--- src/rtl/ihdp_pkg.sv ---
// ---------------------------------------------------------------------------
// ihdp_pkg
// shared types, codes and header tables of the image header dimension parser
// ---------------------------------------------------------------------------
package ihdp_pkg;

  // image format codes held in the format register
  localparam logic [2:0] FMT_PNG  = 3'd0;
  localparam logic [2:0] FMT_BMP  = 3'd1;
  localparam logic [2:0] FMT_DDS  = 3'd2;
  localparam logic [2:0] FMT_TGA  = 3'd3;
  localparam logic [2:0] FMT_JPEG = 3'd4;

  localparam int FMT_W = 3;

  // jpeg marker codes
  localparam logic [7:0] JPG_PREFIX = 8'hff;
  localparam logic [7:0] JPG_SOI    = 8'hd8;
  localparam logic [7:0] JPG_EOI    = 8'hd9;
  localparam logic [7:0] JPG_SOS    = 8'hda;
  localparam logic [7:0] JPG_SOF_LO = 8'hc0;
  localparam logic [7:0] JPG_SOF_HI = 8'hcf;
  localparam logic [7:0] JPG_DHT    = 8'hc4;
  localparam logic [7:0] JPG_JPG    = 8'hc8;
  localparam logic [7:0] JPG_DAC    = 8'hcc;

  // bmp signature
  localparam logic [7:0] BMP_SIG0 = 8'h42;
  localparam logic [7:0] BMP_SIG1 = 8'h4d;

  // position of the deciding byte for the fixed layouts
  localparam logic [4:0] PNG_LAST = 5'd23;
  localparam logic [4:0] BMP_LAST = 5'd25;
  localparam logic [4:0] DDS_LAST = 5'd19;
  localparam logic [4:0] TGA_LAST = 5'd17;

  typedef enum logic [2:0] {
    PH_FIRST  = 3'd0,
    PH_SECOND = 3'd1,
    PH_PREFIX = 3'd2,
    PH_MARKER = 3'd3,
    PH_LEN_HI = 3'd4,
    PH_LEN_LO = 3'd5,
    PH_FRAME  = 3'd6,
    PH_SKIP   = 3'd7
  } ihdp_phase_t;

  typedef struct packed {
    logic [7:0] data_byte;
    logic       last_byte;
  } ihdp_in_t;

  typedef struct packed {
    logic [31:0] image_width;
    logic [31:0] image_height;
    logic        size_ok;
  } ihdp_out_t;

  typedef struct packed {
    logic [4:0]  byte_position;
    ihdp_phase_t jpeg_phase;
    logic [15:0] skip_remaining;
    logic [7:0]  current_marker;
    logic [7:0]  length_high_byte;
    logic [31:0] width_acc;
    logic [31:0] height_acc;
    logic        result_given;
  } ihdp_state_t;

  function automatic logic [7:0] png_sig(input logic [2:0] idx);
    logic [7:0] v;
    unique case (idx)
      3'd0: v = 8'd137;
      3'd1: v = 8'd80;
      3'd2: v = 8'd78;
      3'd3: v = 8'd71;
      3'd4: v = 8'd13;
      3'd5: v = 8'd10;
      3'd6: v = 8'd26;
      3'd7: v = 8'd10;
      default: v = 8'd0;
    endcase
    return v;
  endfunction

  function automatic logic [7:0] dds_sig(input logic [1:0] idx);
    logic [7:0] v;
    unique case (idx)
      2'd0: v = 8'h44;
      2'd1: v = 8'h44;
      2'd2: v = 8'h53;
      2'd3: v = 8'h20;
      default: v = 8'h00;
    endcase
    return v;
  endfunction

  // little-endian byte placement into an accumulator
  function automatic logic [31:0] le_put(input logic [31:0] acc, input logic [7:0] b,
                                          input logic [1:0] k);
    return acc | ({24'd0, b} << {k, 3'b000});
  endfunction

  function automatic logic is_frame(input logic [7:0] m);
    return (m >= JPG_SOF_LO) && (m <= JPG_SOF_HI) &&
           (m != JPG_DHT) && (m != JPG_JPG) && (m != JPG_DAC);
  endfunction

endpackage

--- src/rtl/ihdp_step.sv ---
// ---------------------------------------------------------------------------
// ihdp_step
// per-byte next-state and result logic for all header formats
// ---------------------------------------------------------------------------
module ihdp_step (
  input  logic [2:0]          fmt,
  input  ihdp_pkg::ihdp_in_t  in_word,
  input  ihdp_pkg::ihdp_state_t cur,
  output ihdp_pkg::ihdp_state_t nxt,
  output logic                emit,
  output ihdp_pkg::ihdp_out_t res
);

  logic [7:0]  b;
  logic [4:0]  p;
  logic        decided;
  logic        ok;
  logic [4:0]  last_pos;
  logic [4:0]  off;
  logic [15:0] seg_len;

  assign b = in_word.data_byte;
  assign p = cur.byte_position;

  always_comb begin
    nxt      = cur;
    decided  = 1'b0;
    ok       = 1'b0;
    last_pos = 5'd0;
    off      = 5'd0;
    seg_len  = {cur.length_high_byte, b};
    emit     = 1'b0;

    if (!cur.result_given) begin
      if (fmt == ihdp_pkg::FMT_JPEG) begin
        unique case (cur.jpeg_phase)
          ihdp_pkg::PH_FIRST: begin
            if (b != ihdp_pkg::JPG_PREFIX) decided = 1'b1;
            else nxt.jpeg_phase = ihdp_pkg::PH_SECOND;
          end
          ihdp_pkg::PH_SECOND: begin
            if (b != ihdp_pkg::JPG_SOI) decided = 1'b1;
            else nxt.jpeg_phase = ihdp_pkg::PH_PREFIX;
          end
          ihdp_pkg::PH_PREFIX: begin
            if (b == ihdp_pkg::JPG_PREFIX) nxt.jpeg_phase = ihdp_pkg::PH_MARKER;
          end
          ihdp_pkg::PH_MARKER: begin
            priority if (b == ihdp_pkg::JPG_PREFIX) begin
              // fill byte
            end else if (b == ihdp_pkg::JPG_EOI || b == ihdp_pkg::JPG_SOS) begin
              decided = 1'b1;
            end else begin
              nxt.current_marker = b;
              nxt.jpeg_phase     = ihdp_pkg::PH_LEN_HI;
            end
          end
          ihdp_pkg::PH_LEN_HI: begin
            nxt.length_high_byte = b;
            nxt.jpeg_phase       = ihdp_pkg::PH_LEN_LO;
          end
          ihdp_pkg::PH_LEN_LO: begin
            priority if (seg_len < 16'd2) begin
              decided = 1'b1;
            end else if (ihdp_pkg::is_frame(cur.current_marker)) begin
              nxt.byte_position = 5'd0;
              nxt.width_acc     = 32'd0;
              nxt.height_acc    = 32'd0;
              nxt.jpeg_phase    = ihdp_pkg::PH_FRAME;
            end else begin
              nxt.skip_remaining = seg_len - 16'd2;
              nxt.jpeg_phase     = (seg_len == 16'd2) ? ihdp_pkg::PH_PREFIX
                                                      : ihdp_pkg::PH_SKIP;
            end
          end
          ihdp_pkg::PH_FRAME: begin
            if (p == 5'd1 || p == 5'd2) nxt.height_acc = {16'd0, cur.height_acc[7:0], b};
            if (p == 5'd3 || p == 5'd4) nxt.width_acc  = {16'd0, cur.width_acc[7:0], b};
            if (p >= 5'd4) begin
              decided = 1'b1;
              ok      = (nxt.width_acc != 32'd0) && (nxt.height_acc != 32'd0);
            end else begin
              nxt.byte_position = p + 5'd1;
            end
          end
          ihdp_pkg::PH_SKIP: begin
            nxt.skip_remaining = cur.skip_remaining - 16'd1;
            if (cur.skip_remaining == 16'd1) nxt.jpeg_phase = ihdp_pkg::PH_PREFIX;
          end
          default: nxt.jpeg_phase = ihdp_pkg::PH_PREFIX;
        endcase
      end else begin
        unique case (fmt)
          ihdp_pkg::FMT_PNG: begin
            last_pos = ihdp_pkg::PNG_LAST;
            if (p < 5'd8 && b != ihdp_pkg::png_sig(p[2:0])) decided = 1'b1;
            if (p >= 5'd16 && p < 5'd20) nxt.width_acc  = {cur.width_acc[23:0], b};
            if (p >= 5'd20 && p < 5'd24) nxt.height_acc = {cur.height_acc[23:0], b};
          end
          ihdp_pkg::FMT_BMP: begin
            last_pos = ihdp_pkg::BMP_LAST;
            if (p == 5'd0 && b != ihdp_pkg::BMP_SIG0) decided = 1'b1;
            if (p == 5'd1 && b != ihdp_pkg::BMP_SIG1) decided = 1'b1;
            if (p >= 5'd18 && p < 5'd22) begin
              off = p - 5'd18;
              nxt.width_acc = ihdp_pkg::le_put(cur.width_acc, b, off[1:0]);
            end
            if (p >= 5'd22 && p < 5'd26) begin
              off = p - 5'd22;
              nxt.height_acc = ihdp_pkg::le_put(cur.height_acc, b, off[1:0]);
            end
          end
          ihdp_pkg::FMT_DDS: begin
            last_pos = ihdp_pkg::DDS_LAST;
            if (p < 5'd4 && b != ihdp_pkg::dds_sig(p[1:0])) decided = 1'b1;
            if (p >= 5'd12 && p < 5'd16) begin
              off = p - 5'd12;
              nxt.height_acc = ihdp_pkg::le_put(cur.height_acc, b, off[1:0]);
            end
            if (p >= 5'd16 && p < 5'd20) begin
              off = p - 5'd16;
              nxt.width_acc = ihdp_pkg::le_put(cur.width_acc, b, off[1:0]);
            end
          end
          ihdp_pkg::FMT_TGA: begin
            last_pos = ihdp_pkg::TGA_LAST;
            if (p >= 5'd12 && p < 5'd14) begin
              off = p - 5'd12;
              nxt.width_acc = ihdp_pkg::le_put(cur.width_acc, b, off[1:0]);
            end
            if (p >= 5'd14 && p < 5'd16) begin
              off = p - 5'd14;
              nxt.height_acc = ihdp_pkg::le_put(cur.height_acc, b, off[1:0]);
            end
          end
          default: decided = 1'b1; // unknown format code fails at once
        endcase

        if (!decided) begin
          if (p >= last_pos) begin
            decided = 1'b1;
            ok      = (nxt.width_acc != 32'd0) && (nxt.height_acc != 32'd0);
          end else begin
            nxt.byte_position = p + 5'd1;
          end
        end
      end

      emit = decided || in_word.last_byte;
      if (emit) nxt.result_given = 1'b1;
    end

    res.image_width  = ok ? nxt.width_acc  : 32'd0;
    res.image_height = ok ? nxt.height_acc : 32'd0;
    res.size_ok      = ok;

    // final byte rearms the parser
    if (in_word.last_byte) nxt = '0;
  end

endmodule

--- src/rtl/image_header_dimension_parser.sv ---
// ---------------------------------------------------------------------------
// image_header_dimension_parser
// streams image file bytes and reports width and height from the header
// ---------------------------------------------------------------------------
//  channel | direction | handshake        | word
//  --------+-----------+------------------+------------------------------------
//  in_     | input     | in_valid/in_stall   | data_byte, last_byte
//  out_    | output    | out_valid/out_stall | image_width, image_height, size_ok
//  cfg_    | input     | cfg_valid/cfg_ready | image format code (3 bits)
//
//  one byte is accepted per cycle while in_stall is low; a byte is held in
//  the input register and its result, if any, is then written to the output
//  register once the result register can take it
//  at most one result per file, on the deciding byte or on the final byte
//  rst_n is synchronous, active low; it clears the parse state and the format
//  out_stall holds the result register and, once it is full, the input
//  register, which then raises in_stall
//  cfg_ready is always high; a new format applies to the next byte parsed
// ---------------------------------------------------------------------------
module image_header_dimension_parser (
  input  logic                 clk,
  input  logic                 rst_n,
  // byte stream
  input  logic                 in_valid,
  output logic                 in_stall,
  input  ihdp_pkg::ihdp_in_t   in_word,
  // results
  output logic                 out_valid,
  input  logic                 out_stall,
  output ihdp_pkg::ihdp_out_t  out_word,
  // format register write
  input  logic                 cfg_valid,
  output logic                 cfg_ready,
  input  logic [ihdp_pkg::FMT_W-1:0] cfg_data
);

  // input register
  logic                  in_valid_r;
  ihdp_pkg::ihdp_in_t    in_word_r;

  // parse state and format register
  ihdp_pkg::ihdp_state_t state_r;
  ihdp_pkg::ihdp_state_t state_nxt;
  logic [ihdp_pkg::FMT_W-1:0] fmt_r;

  // result register
  logic                  out_valid_r;
  ihdp_pkg::ihdp_out_t   out_word_r;

  logic                  proc;
  logic                  emit;
  ihdp_pkg::ihdp_out_t   res;

  // the held byte is parsed once the result register can take a result
  assign proc      = in_valid_r && (!out_valid_r || !out_stall);
  assign in_stall  = in_valid_r && !proc;
  assign cfg_ready = 1'b1;
  assign out_valid = out_valid_r;
  assign out_word  = out_word_r;

  ihdp_step u_step (
    .fmt     (fmt_r),
    .in_word (in_word_r),
    .cur     (state_r),
    .nxt     (state_nxt),
    .emit    (emit),
    .res     (res)
  );

  // input register: refilled whenever it empties or is being parsed
  always_ff @(posedge clk) begin
    if (!rst_n) begin
      in_valid_r <= 1'b0;
    end else if (in_valid && !in_stall) begin
      in_valid_r <= 1'b1;
    end else if (proc) begin
      in_valid_r <= 1'b0;
    end
  end

  always_ff @(posedge clk) begin
    if (in_valid && !in_stall) begin
      in_word_r <= in_word;
    end
  end

  // parse state advances once per parsed byte
  always_ff @(posedge clk) begin
    if (!rst_n) begin
      state_r <= '0;
    end else if (proc) begin
      state_r <= state_nxt;
    end
  end

  always_ff @(posedge clk) begin
    if (!rst_n) begin
      fmt_r <= ihdp_pkg::FMT_PNG;
    end else if (cfg_valid && cfg_ready) begin
      fmt_r <= cfg_data;
    end
  end

  // result register
  always_ff @(posedge clk) begin
    if (!rst_n) begin
      out_valid_r <= 1'b0;
    end else if (proc && emit) begin
      out_valid_r <= 1'b1;
    end else if (!out_stall) begin
      out_valid_r <= 1'b0;
    end
  end

  always_ff @(posedge clk) begin
    if (proc && emit) begin
      out_word_r <= res;
    end
  end

endmodule

--- config.mk ---
export PLATFORM = sky130hd
export DESIGN_NAME = image_header_dimension_parser
export DESIGN_NICKNAME = d
export VERILOG_FILES = /design/src/rtl/ihdp_pkg.sv /design/src/rtl/ihdp_step.sv /design/src/rtl/image_header_dimension_parser.sv
export SDC_FILE = /design/constraint.sdc
export NUM_CORES = 1
export LEC_CHECK = 0
export ABC_CLOCK_PERIOD_IN_PS = 4800
export BUFFER_PORTS_ARGS = -buffer_cell sky130_fd_sc_hd__buf_4
export CORE_MARGIN = 5
export CORE_UTILIZATION = 61
export CTS_CLUSTER_SIZE = 14
export DETAILED_ROUTE_END_ITERATION = 16
export PLACE_DENSITY = 0.87
export SYNTH_ARGS = -nofsm -noshare
export SYNTH_HDL_FRONTEND = slang
export SYNTH_SLANG_ARGS = --single-unit
export TNS_END_PERCENT = 10
--- constraint.sdc ---
create_clock -name clk -period 4.8 [get_ports clk]
set_input_delay 1.2 -clock clk [delete_from_list [all_inputs] [get_ports clk]]
set_output_delay 1.2 -clock clk [all_outputs]
set_load 0.01 [all_outputs]
Word-level counts from Yosys, hierarchy flattened
Memories as Yosys holds them, arrays and structs flattened. A register that Yosys moved wholly into a read port is not among the register bits.
Cells that the tools add are included.
Word-level totals
  flip-flop bits (word level): 184
  latch bits: 0
  bits in writable memories: 0
  memory bits (read-only): 56
  output and inout port bits: 68
  logic and storage cells: 245
  memories kept: 1
Cells by class
  add/sub/neg operators: 8
  multipliers: 0
  div/mod/pow operators: 0
  $lt $le $gt $ge: 19
  equal/unequal tests: 50
  shift-type cells: 5
  muxes and demuxes: 90
  bitwise logic cells: 6
  reductions and logical operators: 50
Memories
  (no name shown): depth 8, width 7, rd ports 1, clocked after memory_dff 1, wr ports 0, RTL line ihdp_pkg.sv:72  | unique case (idx)
Operators by type and width (number)
  32-bit 2-to-1 mux: 16
  64-bit 2-to-1 mux: 5
  64-bit one-hot mux with 4 select lines: 1
  105-bit 2-to-1 mux: 2
  32-bit OR: 6
  8-bit by 5-bit left shift with 32-bit output: 5
  64-bit one-hot mux with 2 select lines: 1
  32-bit nonzero test: 4
  8-bit 2-to-1 mux: 10
  8-bit != test (second input constant): 5
  35-bit 2-to-1 mux: 1
  5-bit 2-to-1 mux: 7
  16-bit one-hot mux with 2 select lines: 1
  3-bit 2-to-1 mux: 10
  1-bit 2-to-1 mux: 28
  5-bit < comparator (second input constant): 5
  8-bit equality test (second input constant): 3
  24-bit 2-to-1 mux: 1
  8-bit one-hot mux with 3 select lines: 1
  1-bit logical AND: 21
  3-bit one-hot mux with 7 select lines: 1
  5-bit >= comparator (second input constant): 4
  5-bit one-hot mux with 4 select lines: 1
  3-bit != test (second input constant): 6
  46 further kinds: 83

Logic depth before layout (Yosys ltp)
  word-level depth: 21
  depth in mapped cells: 14
  gate-level depth less buffers: 13

By module
Synthesis repeated with hierarchy kept, for this count alone.
Unflattened totals
  cell total of the unflattened synthesis: 1801
  area total of the unflattened synthesis: 13778.2 um^2
By module, submodules not included
  ihdp_step: instances 1, cells an instance 1250, area an instance 7151.9 um^2
  image_header_dimension_parser: instances 1, cells an instance 551, area an instance 6626.4 um^2

Worst setup path after synthesis
OpenSTA, ideal clock, no wires.
  kind: input -> register
  from: in out_stall
  to: reg out_word_r, in the netlist out_word[0], enable pin
  setup time: 419 ps
  arrival: 3314 ps
  required time: 4381 ps
  path slack: 1067 ps
  cell stages on the path: 7
  buffers on the path: 2
  cell sequence: nand2_1 nand2_1 clkbuf_1 clkbuf_1 nor2_1 o21ai_0 inv_1
Between the ends
  longest elaborated chain between the ends: 4
RTL lines
  start, declared: RTL line image_header_dimension_parser.sv:29  | input logic out_stall,
  1-bit zero test
  1-bit logical OR: RTL line image_header_dimension_parser.sv:55  | assign proc = in_valid_r && (!out_valid_r || !out_stall);
  1-bit logical AND: RTL line image_header_dimension_parser.sv:55
  1-bit logical AND: RTL line image_header_dimension_parser.sv:116  | if (proc && emit) begin
  end signal, assigned: RTL line image_header_dimension_parser.sv:117  | out_word_r <= res;
  end, declared: RTL line image_header_dimension_parser.sv:48  | ihdp_pkg::ihdp_out_t out_word_r;
Every way passes these cells.
A chain may end at the register's enable or synchronous reset.

Final worst setup path
  from: reg fmt_r[2] in the netlist's numbering
  to: reg out_word_r, in the netlist out_word[56], data pin
Between the ends
  longest elaborated chain between the ends: 10
  elaborated cells between the ends (all ways): 24
  those cells by class: 1 x order compare; 4 x eq/ne; 15 x mux; 4 x reduce/logical
RTL lines
  start, declared: RTL line image_header_dimension_parser.sv:44  | logic [ihdp_pkg::FMT_W-1:0] fmt_r;
  start signal, assigned: RTL line image_header_dimension_parser.sv:98  | fmt_r <= ihdp_pkg::FMT_PNG;
  start signal, assigned: RTL line image_header_dimension_parser.sv:100  | fmt_r <= cfg_data;
  branches (longest 10 deep; another with 5-bit >= comparator)
Parallel ways; which one is timed is not known. The select of a mux whose other input is x is not followed.

==> reports/qor.json <==
{
  "initial_standard_cell_utilization_of_the_core_pct": 61.5,
  "min-delay-path-class": "register to register",
  "synth_sequential_area_ratio_pct": 37.1,
  "multiInputGateArea_mm2": 0.00710,
  "dieWidth_um": 152,
  "post_cts_resized": 0,
  "yosys.area.top_type": "dfxtp_1",
  "syn_to_final_growth_pct": 10.7,
  "final_net_count": 1483,
  "yosysWarnings": 0,
  "path_max_fanout": 33,
  "setup_total_neg_slack_ns": 0,
  "ys_top_cells_by_area": "dfxtp_1 (19%), edfxtp_1 (18%), nor2b_1 (5.0%)",
  "post-route-util_pct": 68.0,
  "mappedNetlistArea_mm2": 0.0123,
  "cts.sink_count": 191,
  "critical_path.endpoint_type": "register",
  "tightestPinTransition_ns": 1.04,
  "num_io_pins": 85,
  "synth_area_per_cell_um2": 8.57,
  "required_ns": 4.98,
  "synthFlopType": "dfxtp_1",
  "finalSetupViolCount": 0,
  "unrepaired_setup_endpoints_after_global_routing": "false",
  "clkLatencyLatePin_ns": 0.44,
  "wire_length_of_the_first_global_routing_pass_um": 66200,
  "powerDensity_mw_per_mm2": 266,
  "final_antenna_net_count": 0,
  "power.ir.vdd_worst_uv": 274,
  "first_global_vias": 11700,
  "synth_nets": 1470,
  "num_rows": 52,
  "register_area_mm2": 0.00456,
  "wl_per_cell_um": 24.4,
  "fmax_mhz": 253,
  "synth.top_cell.area_share_pct": 19.0,
  "drt_pass_1_iters": 6,
  "die_h_um": 152,
  "n_fill_cell": 1650,
  "worstSetupPathType": "register to register",
  "routed_wl_um": 42300,
  "hold_buffers": 0,
  "slew_headroom_pct": 30.5,
  "cts_tree": "built",
  "worst_ep_arrival_time_ns": 4.13,
  "place.detailed.hpwl_um": 29200,
  "buffer_ports.inserted": 83,
  "grt_overflow": 0,
  "status": "completed",
  "antenna_violations_before_repair": 0,
  "total_of_flip_flops_plus_latches_after_synthesis": 191,
  "final_hold_violation_count": 0,
  "dieArea_mm2": 0.0231,
  "drv_cap": 0,
  "finalClockSkew_ns": 0.0131,
  "drv_slew": 0,
  "postSynth.asyncResetShare_pct": 0,
  "synthesis.instances": 1437,
  "cts_inserted_buffers": 17,
  "groute.usage.overall_pct": 35.1,
  "cts_max_level": 4,
  "clock_tree.buffer_depth": 2,
  "postCtsSetupRepairBufs": 0,
  "detailroute.via_count": 12300,
  "initialDrtViolationCount": 1515,
  "synth.distinct_cells": 88,
  "synth-edff-count": 74,
  "viasPerCell": 7.11,
  "core_area_mm2": 0.0200,
  "clock_tree.root_cell": "clkbuf_16",
  "final.period_utilization_pct": 82.2,
  "cts.reportedPaths.clkPinSlew_ns": 0.08,
  "final_period_minus_worst_setup_slack_ns": 3.95,
  "layout-drive-gt1-share_pct": 12.9,
  "grt_max_degree": 66,
  "detail_route.drc_violations": 0,
  "gp_congestion": 1.06,
  "leakagePower_nw": 4.72,
  "startpoint_type": "register",
  "diodes": 0
}
worst max-delay path: stages (launching register included):
cell and delay, ns:
dfxtp_1 0.95, nor3_2 0.19, inv_1 0.32, nor2_1 0.18, buf_4 0.24, a32oi_1 0.14, o21ai_0 0.17, nand4b_1 0.24
or4_1 0.48, nor4b_4 0.29, buf_4 0.37, nor3b_1 0.10
power breakdown:
group,switching (mW),leakage [nW],internal [mW]
combinational,0.273,2.85,0.137
sequential,0.0498,1.58,1.73
clock,0.699,0.283,0.738
total,1.02,4.72,2.61
stage by stage:
stage	instances	instance area (um2)	total power, mW	hold WS, ns	setup slack, ns
floorplan	1437	12300	2.04	0.449	1.07
global placement	1701	13100	2.21	0.473	1.00
detailed placement	1701	13100	2.21	0.479	0.938
CTS	1733	13600	3.62	0.489	0.947
global route	1733	13600	3.74	0.521	0.655
finish	1733	13600	3.63	0.486	0.852
flip-flops by register name (all words and copies together) (netlist names), named ones only:
name and count:
fmt_r 3, in_valid_r 1, out_word 65, out_valid 1
in_word_r 9, state_r 105
layer usage:
| metal | global-route usage [%] | up-vias | share of wire [%] |
|---|---|---|---|
| met5 | 0 | - | 0 |
| met4 | 15.5 | 0 | 4.2 |
| met3 | 7.82 | 168 | 12 |
| met2 | 52.6 | 902 | 44 |
| met1 | 49.0 | 5831 | 40 |
| li1 | - | 5425 | - |
final cells by class:
class	instances	share of cell area [%]
sequential	191	33.5
inverter	30	0.826
clock inverter	13	1.06
clock buffer	19	3.18
tap	270	2.48
multi-input combinational	1086	52.1
timing repair buffer	124	6.92
layout by cell type (no fill, tap or decap), types with 7 or more instances in the layout:
cell       count
dfxtp_1      117
xnor2_1       12
nor2b_1       99
a22o_1        52
nand2_1      116
inv_1         25
ha_1          16
a32o_1         7
edfxtp_1      74
clkbuf_16     17
a21boi_0      12
o211ai_1      11
o2bb2ai_1     12
buf_4        123
a21oi_1       80
xor2_1        19
a22oi_1       65
nand2b_1       8
and3_1        10
and2_1        18
nor2_1       101
nor3b_1       39
a32oi_1       19
o21ai_0       68
nand3_1       25
nand4_1       13
mux2i_1       40
a31oi_1       11
nand3b_1       8
or4_1          7
nor3_1        27
nor4_1        25
o22ai_1       32
Yosys cell counts, types with 25 or more instances:
master    count
dfxtp_1     117
nand2_1     116
nor2_1      103
nor2b_1      99
clkbuf_1     85
a21oi_1      80
edfxtp_1     74
o21ai_0      69
a22oi_1      65
a22o_1       52
mux2i_1      40
nor3b_1      39
o22ai_1      32
buf_2        27
nor3_1       27
inv_1        26
nand3_1      25
nor4_1       25
kinds of logic (layout without fill, tap and decap cells):
family          count (synthesis)  count (layout)  share of synthesized area [%]
flops                         191             191                           37.1
compound gates                456             456                           26.1
fa+ha+maj                      16              16                           1.63
other cells                     1               1                         0.0304
mux                            43              43                           3.53
buf+inv                       160             186                           5.55
simple gates                  539             539                           23.9
xor+xnor                       31              31                           2.20
final timing paths:
path	from	end	slack, ns	cells past startpoint
worst max-delay path	fmt_r[2]$_SDFFE_PN0P_	out_word[56]$_SDFFCE_PN0P_	0.85	11
worst min-delay path	state_r[90]$_SDFFE_PN0P_	state_r[90]$_SDFFE_PN0P_	0.49	2
worst max register to register	fmt_r[2]$_SDFFE_PN0P_	out_word[56]$_SDFFCE_PN0P_	0.85	11
worst min register to register	state_r[90]$_SDFFE_PN0P_	state_r[90]$_SDFFE_PN0P_	0.49	2
(Power assumes the default switching activity.)
